**config.mk**
```make
export PLATFORM = sky130hd
export DESIGN_NAME = heartbeat_watchdog_power_cycle
export DESIGN_NICKNAME = d
export VERILOG_FILES = /design/src/design/hbwd_pkg.sv /design/src/design/heartbeat_watchdog_power_cycle.sv /design/src/design/hbwd_core.sv
export SDC_FILE = /design/constraint.sdc
export NUM_CORES = 1
export LEC_CHECK = 0
export BUFFER_PORTS_ARGS = -buffer_cell sky130_fd_sc_hd__clkbuf_2
export CAP_MARGIN = 20
export CORE_ASPECT_RATIO = 1.75
export CORE_MARGIN = 2
export CORE_UTILIZATION = 55
export DETAILED_ROUTE_END_ITERATION = 10
export PLACE_DENSITY = 0.83
export SETUP_SLACK_MARGIN = 0.3
export SLEW_MARGIN = 30
export SYNTH_ARGS = -nofsm -noshare
export SYNTH_HDL_FRONTEND = slang
export SYNTH_HIERARCHICAL = 1
export SYNTH_SLANG_ARGS = --single-unit
```
**constraint.sdc**
```tcl
create_clock -name clk -period 7.7 [get_ports clk]
set_clock_uncertainty 0.2 [all_clocks]
set_input_delay 1.54 -clock clk [delete_from_list [all_inputs] [get_ports clk]]
set_output_delay 1.54 -clock clk [all_outputs]
set_load 0.02 [all_outputs]
```
**src/design/hbwd_pkg.sv**
```systemverilog
// shared types, constants and helpers of the heartbeat watchdog
`default_nettype none
package hbwd_pkg;

  // counter and register widths
  localparam int COUNT_WIDTH = 16;
  localparam int CFG_WIDTH   = 16;
  localparam int CMP_WIDTH   = (COUNT_WIDTH > CFG_WIDTH) ? COUNT_WIDTH : CFG_WIDTH;
  localparam int IDX_WIDTH   = 8;
  localparam int IN_BITS     = 8;
  localparam int OUT_BITS    = 8;

  // register indexes
  localparam logic [IDX_WIDTH-1:0] REG_WINDOW    = IDX_WIDTH'(0);
  localparam logic [IDX_WIDTH-1:0] REG_POWER_OFF = IDX_WIDTH'(1);
  localparam logic [IDX_WIDTH-1:0] REG_POWER_ON  = IDX_WIDTH'(2);
  localparam logic [IDX_WIDTH-1:0] REG_BAUD_WAIT = IDX_WIDTH'(3);

  // register reset values
  localparam logic [CFG_WIDTH-1:0] WINDOW_RST    = CFG_WIDTH'(2500);
  localparam logic [CFG_WIDTH-1:0] POWER_OFF_RST = CFG_WIDTH'(100);
  localparam logic [CFG_WIDTH-1:0] POWER_ON_RST  = CFG_WIDTH'(500);
  localparam logic [CFG_WIDTH-1:0] BAUD_WAIT_RST = CFG_WIDTH'(1400);

  // uart action codes
  typedef enum logic [2:0] {
    ACT_NONE = 3'd0,
    ACT_INIT = 3'd1,
    ACT_BAUD = 3'd2,
    ACT_9600 = 3'd3,
    ACT_OPEN = 3'd4
  } uart_action_t;

  // recovery sequence steps
  typedef enum logic [2:0] {
    STEP_OFF       = 3'd0,
    STEP_OFF_WAIT  = 3'd1,
    STEP_ON        = 3'd2,
    STEP_ON_WAIT   = 3'd3,
    STEP_BAUD      = 3'd4,
    STEP_BAUD_WAIT = 3'd5,
    STEP_OPEN      = 3'd6,
    STEP_IDLE      = 3'd7
  } seq_step_t;

  // configuration register set
  typedef struct packed {
    logic [CFG_WIDTH-1:0] window_ticks;
    logic [CFG_WIDTH-1:0] power_off_ticks;
    logic [CFG_WIDTH-1:0] power_on_wait_ticks;
    logic [CFG_WIDTH-1:0] baud_wait_ticks;
  } cfg_t;

  // one result item, power_enable in the lowest bit
  typedef struct packed {
    logic         recovering;
    uart_action_t uart_action;
    logic         power_enable;
  } result_t;

  // true when a counter value is strictly above a limit
  function automatic logic exceeds(input logic [COUNT_WIDTH-1:0] count,
                                   input logic [CFG_WIDTH-1:0] limit);
    logic [CMP_WIDTH-1:0] count_ext;
    logic [CMP_WIDTH-1:0] limit_ext;
    count_ext = CMP_WIDTH'(count);
    limit_ext = CMP_WIDTH'(limit);
    return count_ext > limit_ext;
  endfunction

endpackage
`default_nettype wire

```
**src/design/heartbeat_watchdog_power_cycle.sv**
```systemverilog
// Heartbeat watchdog with power-cycle recovery of a supervised device.
// Each transfer on the s_ channel is one timer tick carrying a heartbeat
// pulse and a system-closed level. Each tick yields exactly one transfer on
// the m_ channel: the power enable level, a uart action code and the
// recovery flag, in tick order.
// The cfg channel writes the four timing registers by index; it is always
// ready, and writes to an index past the list are dropped. Write it only
// while no tick is in flight.
// A tick accepted into the input register is computed by hbwd_core into the
// output register when it advances, and its result is then offered on m_.
// Throughput: one tick per cycle while m_tready takes each result, set by the
// state update in hbwd_core between the input register and the output register.
// When m_tready is low the result holds in the output register; one more
// tick waits in the input register, and s_tready drops only when both are
// full. Reset clears both stages, reloads the register defaults, clears the
// counters, the heartbeat latch and the recovery state, and turns power on.
`default_nettype none
module heartbeat_watchdog_power_cycle (
  input  logic                              clk,
  input  logic                              rst,
  // tick input: [0] heartbeat, [1] system_closed
  input  logic                              s_tvalid,
  output logic                              s_tready,
  input  logic [hbwd_pkg::IN_BITS-1:0]      s_tdata,
  // result: [0] power_enable, [3:1] uart_action, [4] recovering
  output logic                              m_tvalid,
  input  logic                              m_tready,
  output logic [hbwd_pkg::OUT_BITS-1:0]     m_tdata,
  // register writes
  input  logic                              cfg_valid,
  output logic                              cfg_ready,
  input  logic [hbwd_pkg::IDX_WIDTH-1:0]    cfg_index,
  input  logic [hbwd_pkg::CFG_WIDTH-1:0]    cfg_data
);
  import hbwd_pkg::*;

  cfg_t    cfg;
  logic    in_valid;
  logic    in_heartbeat;
  logic    in_closed;
  logic    out_valid;
  result_t out_result;
  result_t core_result;
  logic    advance;
  logic    in_take;

  assign cfg_ready = 1'b1;

  // timing registers
  always_ff @(posedge clk) begin
    if (rst) begin
      cfg.window_ticks        <= WINDOW_RST;
      cfg.power_off_ticks     <= POWER_OFF_RST;
      cfg.power_on_wait_ticks <= POWER_ON_RST;
      cfg.baud_wait_ticks     <= BAUD_WAIT_RST;
    end else if (cfg_valid && cfg_ready) begin
      case (cfg_index)
        REG_WINDOW:    cfg.window_ticks        <= cfg_data;
        REG_POWER_OFF: cfg.power_off_ticks     <= cfg_data;
        REG_POWER_ON:  cfg.power_on_wait_ticks <= cfg_data;
        REG_BAUD_WAIT: cfg.baud_wait_ticks     <= cfg_data;
        default: ;
      endcase
    end
  end

  // pipeline flow control
  assign advance  = in_valid && (!out_valid || m_tready);
  assign s_tready = !in_valid || advance;
  assign in_take  = s_tvalid && s_tready;

  // input register
  always_ff @(posedge clk) begin
    if (rst) begin
      in_valid <= 1'b0;
    end else if (s_tready) begin
      in_valid <= s_tvalid;
    end
  end

  always_ff @(posedge clk) begin
    if (in_take) begin
      in_heartbeat <= s_tdata[0];
      in_closed    <= s_tdata[1];
    end
  end

  hbwd_core u_core (
    .clk           (clk),
    .rst           (rst),
    .cfg           (cfg),
    .step          (advance),
    .heartbeat     (in_heartbeat),
    .system_closed (in_closed),
    .result        (core_result)
  );

  // output register
  always_ff @(posedge clk) begin
    if (rst) begin
      out_valid <= 1'b0;
    end else if (advance) begin
      out_valid <= 1'b1;
    end else if (m_tready) begin
      out_valid <= 1'b0;
    end
  end

  always_ff @(posedge clk) begin
    if (advance) begin
      out_result <= core_result;
    end
  end

  assign m_tvalid = out_valid;
  assign m_tdata  = OUT_BITS'(out_result);

  // a uart action is only issued while recovering
  assert property (@(posedge clk) disable iff (rst)
    out_valid && (out_result.uart_action != ACT_NONE) |-> out_result.recovering)
    else $error("uart action outside recovery");

  // uart init always goes out together with power off
  assert property (@(posedge clk) disable iff (rst)
    out_valid && (out_result.uart_action == ACT_INIT) |-> !out_result.power_enable)
    else $error("uart init with power on");

  // the action code stays within the defined set
  assert property (@(posedge clk) disable iff (rst)
    out_valid |-> (out_result.uart_action == ACT_NONE || out_result.uart_action == ACT_INIT ||
                   out_result.uart_action == ACT_BAUD || out_result.uart_action == ACT_9600 ||
                   out_result.uart_action == ACT_OPEN))
    else $error("undefined uart action code");

  // a result not taken stays in the output register and nothing advances
  assert property (@(posedge clk) disable iff (rst)
    out_valid && !m_tready |=> out_valid && $stable(out_result))
    else $error("stalled result changed");

endmodule
`default_nettype wire

```
**src/design/hbwd_core.sv**
```systemverilog
// window judging and power-cycle recovery sequencer, one tick per step
`default_nettype none
module hbwd_core (
  input  logic             clk,
  input  logic             rst,
  input  hbwd_pkg::cfg_t   cfg,
  input  logic             step,
  input  logic             heartbeat,
  input  logic             system_closed,
  output hbwd_pkg::result_t result
);
  import hbwd_pkg::*;

  logic [COUNT_WIDTH-1:0] window_count;
  logic [COUNT_WIDTH-1:0] window_count_next;
  logic                   heartbeat_latch;
  logic                   heartbeat_latch_next;
  logic                   recovery_active;
  logic                   recovery_active_next;
  seq_step_t              sequence_step;
  seq_step_t              sequence_step_next;
  logic [COUNT_WIDTH-1:0] delay_count;
  logic [COUNT_WIDTH-1:0] delay_count_next;
  logic                   power_level;
  logic                   power_level_next;

  logic                   latch_set;
  logic [COUNT_WIDTH-1:0] window_inc;
  logic                   window_end;
  logic [COUNT_WIDTH-1:0] delay_inc;
  seq_step_t              step_start;
  uart_action_t           action;

  // state registers, advanced once per tick
  always_ff @(posedge clk) begin
    if (rst) begin
      window_count    <= '0;
      heartbeat_latch <= 1'b0;
      recovery_active <= 1'b0;
      sequence_step   <= STEP_OFF;
      delay_count     <= '0;
      power_level     <= 1'b1;
    end else if (step) begin
      window_count    <= window_count_next;
      heartbeat_latch <= heartbeat_latch_next;
      recovery_active <= recovery_active_next;
      sequence_step   <= sequence_step_next;
      delay_count     <= delay_count_next;
      power_level     <= power_level_next;
    end
  end

  // window judging, then one sequencer step
  always_comb begin
    latch_set  = heartbeat_latch | heartbeat;
    window_inc = window_count + 1'b1;
    window_end = exceeds(window_inc, cfg.window_ticks);
    delay_inc  = delay_count + 1'b1;

    window_count_next    = window_end ? '0 : window_inc;
    heartbeat_latch_next = window_end ? 1'b0 : latch_set;
    recovery_active_next = recovery_active;
    step_start           = sequence_step;

    // failed window restarts recovery from the top
    if (window_end) begin
      if (latch_set | system_closed) begin
        recovery_active_next = 1'b0;
      end else begin
        recovery_active_next = 1'b1;
        step_start           = STEP_OFF;
      end
    end

    sequence_step_next = step_start;
    delay_count_next   = delay_count;
    power_level_next   = power_level;
    action             = ACT_NONE;

    if (recovery_active_next) begin
      case (step_start)
        STEP_OFF: begin
          power_level_next   = 1'b0;
          delay_count_next   = '0;
          action             = ACT_INIT;
          sequence_step_next = STEP_OFF_WAIT;
        end
        STEP_OFF_WAIT: begin
          delay_count_next = delay_inc;
          if (exceeds(delay_inc, cfg.power_off_ticks)) begin
            sequence_step_next = STEP_ON;
          end
        end
        STEP_ON: begin
          power_level_next   = 1'b1;
          delay_count_next   = '0;
          sequence_step_next = STEP_ON_WAIT;
        end
        STEP_ON_WAIT: begin
          delay_count_next = delay_inc;
          if (exceeds(delay_inc, cfg.power_on_wait_ticks)) begin
            sequence_step_next = STEP_BAUD;
          end
        end
        STEP_BAUD: begin
          action             = ACT_BAUD;
          delay_count_next   = '0;
          sequence_step_next = STEP_BAUD_WAIT;
        end
        STEP_BAUD_WAIT: begin
          delay_count_next = delay_inc;
          if (exceeds(delay_inc, cfg.baud_wait_ticks)) begin
            action             = ACT_9600;
            sequence_step_next = STEP_OPEN;
          end
        end
        STEP_OPEN: begin
          action             = ACT_OPEN;
          sequence_step_next = STEP_IDLE;
        end
        default: begin
          action = ACT_NONE;
        end
      endcase
    end

    result.power_enable = power_level_next;
    result.uart_action  = action;
    result.recovering   = recovery_active_next;
  end

endmodule
`default_nettype wire
```
## Word level (Yosys, flattened, before mapping)

Index checks and enable logic that the tools add are counted.

| storage, ports and cells | value |
|---|---|
| flip-flop bits (word level) | 111 |
| input port bits | 37 |
| output and inout bits | 11 |
| word-level logic and storage cells | 69 |

| cells by class | value |
|---|---|
| add/subtract/negate cells | 2 |
| order comparisons | 4 |
| equality and inequality tests | 9 |
| mux-type cells | 18 |
| bitwise operators | 2 |
| reduce and logical (&&, ||, !) cells | 17 |

Operators with widths:

| kind | number |
|---|---|
| 16-bit > comparator | 4 |
| 16-bit by 1-bit adder with 16-bit output, second input constant | 2 |
| 16-bit case mux with 2 select lines | 1 |
| 3-bit case mux with 7 select lines | 1 |
| 3-bit 2-to-1 mux | 6 |
| 8-bit by 2-bit == test with 1-bit output, second input constant | 2 |
| 16-bit 2-to-1 mux | 1 |
| 3-bit case mux with 4 select lines | 1 |
| 3-bit == test, second input constant | 3 |
| 8-bit by 1-bit == test with 1-bit output, second input constant | 1 |
| 8-bit zero test | 1 |
| 2-bit AND reduction | 4 |
| 3-bit by 2-bit == test with 1-bit output, second input constant | 2 |
| 1-bit 2-to-1 mux | 6 |
| 3-bit OR reduction | 2 |
| 2-bit nonzero test | 2 |
| 3-bit by 1-bit == test with 1-bit output, second input constant | 1 |
| 3-bit zero test | 1 |
| 3-bit AND reduction | 1 |
| 1-bit logical AND | 2 |
| 1-bit zero test | 2 |
| 1-bit logical OR | 2 |
| 2-bit 2-to-1 mux | 1 |
| 1-bit OR | 2 |
| 1-bit case mux with 2 select lines | 1 |

## Longest topological paths before layout

| logic depth | value |
|---|---|
| depth after elaboration | 8 |
| depth in mapped cells | 16 |

## Hierarchy

Netlist, hierarchy kept.

Modules (own cells, without submodules):

| module | instances | cells an instance | area an instance (um2) | sequential area each (um2) |
|---|---|---|---|---|
| hbwd_core | 1 | 526 | 3923.8 | 760.7 |
| heartbeat_watchdog_power_cycle | 1 | 262 | 2952.8 | 1531.5 |

## Worst setup path before layout

No wires, ideal clock.

| timing | value |
|---|---|
| path kind | register to register |
| start point | reg u_core.window_count[0] |
| end point | reg out_result, in the netlist m_tdata[0], data pin |
| arrival time | 3.825 ns |
| data required time | 7.249 ns |
| slack | 3.424 ns |
| cell stages (with the launch flop) | 16 |
| period minus slack after synthesis | 4.276 ns |
| path through | dfxtp_1 -> ha_1 -> nand3_1 -> nor4_1 -> and3_1 -> nand3_1 -> xnor2_1 -> ha_1 -> nand4_2 -> or4_1 -> buf_6 -> clkinv_4 -> o21ai_1 -> o311ai_0 -> o41ai_1 -> buf_4 |

| between the ends | value |
|---|---|
| longest elaborated chain between the ends | 6 |
| elaborated cells on any way between the ends | 8 |

RTL lines:

| element | RTL line | source |
|---|---|---|
| start, declared | hbwd_core.sv:14 | `logic [COUNT_WIDTH-1:0] window_count;` |
| start signal, assigned | hbwd_core.sv:44 | `window_count <= window_count_next;` |
| 16-bit by 1-bit adder with 16-bit output (*) | hbwd_core.sv:56 | `window_inc = window_count + 1'b1;` |
| 16-bit > comparator (*) | hbwd_pkg.sv:68 | `return count_ext > limit_ext;` |
| 3-bit 2-to-1 mux | hbwd_core.sv:66 | `if (window_end) begin` |
| 3-bit by 2-bit == test with 1-bit output / 3-bit zero test (equally long branches) | hbwd_core.sv:81 | `case (step_start)` |
| 1-bit case mux with 2 select lines | hbwd_core.sv:81 |  |
| 1-bit 2-to-1 mux (*) | hbwd_core.sv:80 | `if (recovery_active_next) begin` |
| net u_core.power_level_next | hbwd_core.sv:25 | `logic power_level_next;` |
| end signal, assigned | heartbeat_watchdog_power_cycle.sv:111 | `out_result <= core_result;` |
| end, declared | heartbeat_watchdog_power_cycle.sv:42 | `result_t out_result;` |

The timed path passes the listed nets; every way through them passes the cells marked *.
A chain may end at the register's enable or synchronous reset.

## Worst setup path after layout

| timing | value |
|---|---|
| start point | reg u_core.window_count[0] |
| end point | reg u_core.delay_count[10] |

| between the ends | value |
|---|---|
| longest elaborated chain between the ends | 7 |
| elaborated cells on any way between the ends | 15 |

RTL lines:

| element | RTL line | source |
|---|---|---|
| 16-bit by 1-bit adder with 16-bit output (*) | hbwd_core.sv:56 |  |
| 16-bit > comparator (*) | hbwd_pkg.sv:68 |  |
| 3-bit 2-to-1 mux | hbwd_core.sv:66 |  |
| 3-bit by 2-bit == test with 1-bit output (tied with other cells) | hbwd_core.sv:81 |  |
| 3-bit OR reduction (no line) | n/a |  |
| 2-bit nonzero test (no line) | n/a |  |
| 3-bit AND reduction (no line) | n/a |  |
| end signal, assigned | hbwd_core.sv:48 | `delay_count <= delay_count_next;` |
| end, declared | hbwd_core.sv:22 | `logic [COUNT_WIDTH-1:0] delay_count;` |

Mark *: on every way between the ends. The rest lies on a longest branch, timed or not.

==> summary.md <==
| Metric | Value |
|---|---|
| Met2 Routed Length | 8130 µm |
| Cell Pwr Density | between 150 and 200 nW/µm² |
| Area Overhead vs Synth | 7.79% |
| Crit Path Category | register to register |
| Critical Path AT | around 5.3 ns |
| Start point of the critical path | u_core/window_count[0]$_SDFFE_PP0P_ |
| Period utilization | 0.687 |
| CTS Buffer Depth | 2 |
| EDFF count, synth | 7 |
| Seq cells post-synth | roughly 110 |
| Port bufs | 37 |
| Place WS | approximately 2.4 ns |
| Worst Tran Pin Value | 0.796 ns |
| Rows | 54 |
| Pint | 891 µW |
| Outcome | finished, final reports clean |
| Gr usage total | 0.238 |
| Filler cells | between 1,000 and 1,500 |
| Via count | ~5,600 |
| Crit end category | register |
| Hold-fix buffers, CTS | 0 |
| Most frequent cells in the layout | dfxtp_1 (104), inv_1 (68), ha_1 (66) |
| Pins Over Slew Limit | 0 |
| Max-Cap Viols | 0 |
| Share of layout cells above drive strength 1 | 0.108 |
| Met1 wire length | between 5000 and 6000 µm |
| Die width | a little under 90 µm |
| Initial antenna violation count | 0 |
| Clock Latency Late Sink | 0.35 ns |
| Final nets | 910 |
| Setup-failing EPs final | 0 |
| Antenna cells | 0 |
| Clock power frac | 0.447 |
| Top layer used by detailed routing | met4 |
| Clock Sinks | between 100 and 150 |
| Clock Root Buffer | clkbuf_16 |
| Worst Slack Setup Final | approximately 2.4 ns |
| Sequential area share after synthesis | 0.333 |
| Post-Route WL | 15,300 µm |
| Initial cell density of the core | 0.556 |
| Synth warn | 6 |
| Net Switching | around 260 µW |
| Residual DRC | 0 |
| Rel. slew slack | 0.469 |
| Sw Ratio | 0.227 |
| Largest net degree at the start of global routing | between 70 and 80 |
| Leak | between 0.003 and 0.004 µW |
| CTS tree | done |
| Total power | around 1200 µW |
| Final ANT Viol Nets | 0 |
| Crit Path Max Fanout | 19 |
| Die height | about 150 µm |
| Syn Std Cell Area | between 6000 and 7000 µm² |
| Worst IR Drop VDD | about 0.11 mV |
| Setup TNS | 0 ns |
| CTS resizes | 0 |
| Core Area | between 10,000 and 15,000 µm² |
| Die ar. | 13,400 µm² |
| Final Instance Area | approximately 7400 µm² |
| Fin. Hold Viols | 0 |
| CP Data Required Time | around 7.7 ns |
| Asr flop ratio synth | 0 |
| Worst Hold Class | register to register |
| DP Area | about 7000 µm² |
| Final Non-Filler Cells | 980 |
| Inst Count DP | around 960 |
| Synthesized area per cell | between 8 and 9 µm² |
| Top_reg_cell synth | dfxtp_1 |
| Distinct cell type count of the synthesized netlist | 70 |
| Htree depth | 3 |
| Drt first pass iters | 7 |
| Worst reg2reg path startpoint | u_core/window_count[0]$_SDFFE_PP0P_ |
| Worst setup SP type | register |
| # Post-CTS Setup Buffers | 0 |
| Peak Freq | about 190 MHz |
| GR Overflow Total | 0 |
| Initial DRC count | 299 |
| Detailed route wirelength on metal3 | between 300 and 400 µm |
| WL/cell | approximately 16 µm |
| Part of the power in registers | 0.507 |
| IO Count | 48 |
| DR vias/cell | roughly 5.7 |
| Leading cell type in the layout, fill and taps excluded | dfxtp_1 |
| Clock-pin slew on the worst setup and hold paths | 0.08 ns |
| Global-route wire length before repair | roughly 26,000 µm |
| Final HPWL DP | 11,200 µm |
| Min-delay src | cfg[11]$_SDFFE_PP0P_ |
| Vias in the first global route | 5,524 |
| RSZ-0062 raised after global routing | no |
| GP Congestion | 0.900 |
| Final min period | 5.29 ns |
| Mapped Cells | 788 |
| TritonCTS Buffers | 9 |
| Comb power frac | 0.046 |
[power by group through the flow]
stage               logic [µW]  registers [µW]  clock network (µW)
detailed placement        52.6             598                   0
floorplan                 33.3             599                   0
finish                    53.1             585                 515
global placement          51.7             598                   0
CTS                       52.9             584                 520
global route              57.6             585                 548
[cell families after synthesis]
kind of cell	after synthesis	synth area share
simple gates	272	0.216
compound gates	143	0.131
flops	111	0.333
buf+inv	108	0.0761
fa+ha+maj	66	0.120
mux	66	0.0963
xor+xnor	20	0.0255
other cells	2	0.00109
[cells in the mapped netlist, types with 2 or more instances]
| cell type | number | share of area |
|---|---|---|
| a211oi_1 | 4 | 0.0044 |
| and2_1 | 4 | 0.0036 |
| and4_1 | 2 | 0.0025 |
| dfxtp_1 | 104 | 0.30 |
| buf_2 | 3 | 0.0022 |
| nand2_1 | 48 | 0.026 |
| nand4b_1 | 2 | 0.0025 |
| nor3_1 | 7 | 0.0051 |
| ha_1 | 66 | 0.12 |
| nor4_1 | 2 | 0.0018 |
| buf_4 | 6 | 0.0065 |
| o21a_1 | 2 | 0.0022 |
| xor2_1 | 8 | 0.010 |
| o21ai_1 | 2 | 0.0015 |
| inv_1 | 68 | 0.037 |
| buf_6 | 5 | 0.0082 |
| nand3b_1 | 7 | 0.0076 |
| a22o_1 | 8 | 0.010 |
| nor2b_1 | 13 | 0.012 |
| o21ai_0 | 38 | 0.028 |
| xnor2_1 | 12 | 0.015 |
| o211ai_1 | 5 | 0.0055 |
| a21boi_0 | 6 | 0.0065 |
| or4_1 | 3 | 0.0033 |
| nand4_1 | 17 | 0.015 |
| nand3_1 | 20 | 0.015 |
| a21oi_1 | 56 | 0.041 |
| or2_2 | 11 | 0.010 |
| buf_12 | 3 | 0.0087 |
| edfxtp_1 | 7 | 0.031 |
| conb_1 | 2 | 0.0011 |
| nor2_1 | 59 | 0.032 |
| o31ai_1 | 2 | 0.0022 |
| nand2b_1 | 60 | 0.055 |
| mux2i_1 | 65 | 0.095 |
| clkbuf_1 | 20 | 0.011 |
| a311o_1 | 2 | 0.0029 |
| and3_1 | 7 | 0.0064 |
[layout make-up]
class | count | area [µm²] | area share
multi-input combinational | 571 | 4080 | 0.550
sequential | 111 | 2290 | 0.309
inverter | 70 | 268 | 0.0361
timing repair buffer | 44 | 238 | 0.0321
clock buffer | 9 | 225 | 0.0304
tap | 168 | 210 | 0.0284
clock inverter | 7 | 101 | 0.0137
[registers in the layout (all words and copies together) (netlist names)]
name,count
cfg,64
u_core/delay_count,16
u_core/window_count,16
m_tdata,5
u_core/sequence_step,3
in_closed,1
in_heartbeat,1
in_valid,1
m_tvalid,1
u_core/heartbeat_latch,1
u_core/power_level,1
u_core/recovery_active,1
[worst max-delay path: stages (launching register included)]
cell	delay [ns]
dfxtp_1	0.44
ha_1	0.28
nand3_1	0.25
nor4_1	0.72
and3_1	0.33
nand3_1	0.11
xnor2_1	0.16
ha_1	0.34
nand4_2	0.15
or4_1	0.93
clkinv_4	0.17
o21ai_1	0.22
o21ai_1	0.63
o21ai_0	0.19
[worst paths after layout]
path	to	slack, ns	depth (start not counted)
hold reg to reg	cfg[11]$_SDFFE_PP0P_	0.28	2
setup / recovery	u_core/delay_count[10]$_SDFFE_PP0P_	2.41	13
hold / removal	cfg[11]$_SDFFE_PP0P_	0.28	2
setup reg to reg	u_core/delay_count[10]$_SDFFE_PP0P_	2.41	13
[through the flow]
stage                     hold WS (ns)  utilization
after CTS                        0.280        0.599
after global placement           0.262        0.572
after detailed placement         0.269        0.572
after floorplan                  0.252            -
after global routing             0.299        0.599
final                            0.278        0.599
[layer usage]
layer / track usage / up-vias
li1: - / 2759
met1: 0.264 / 2624
met2: 0.422 / 132
met3: 0.0282 / 66
met4: 0.135 / 0
met5: 0 / -
Note: power is estimated with default switching activity, not from simulation.
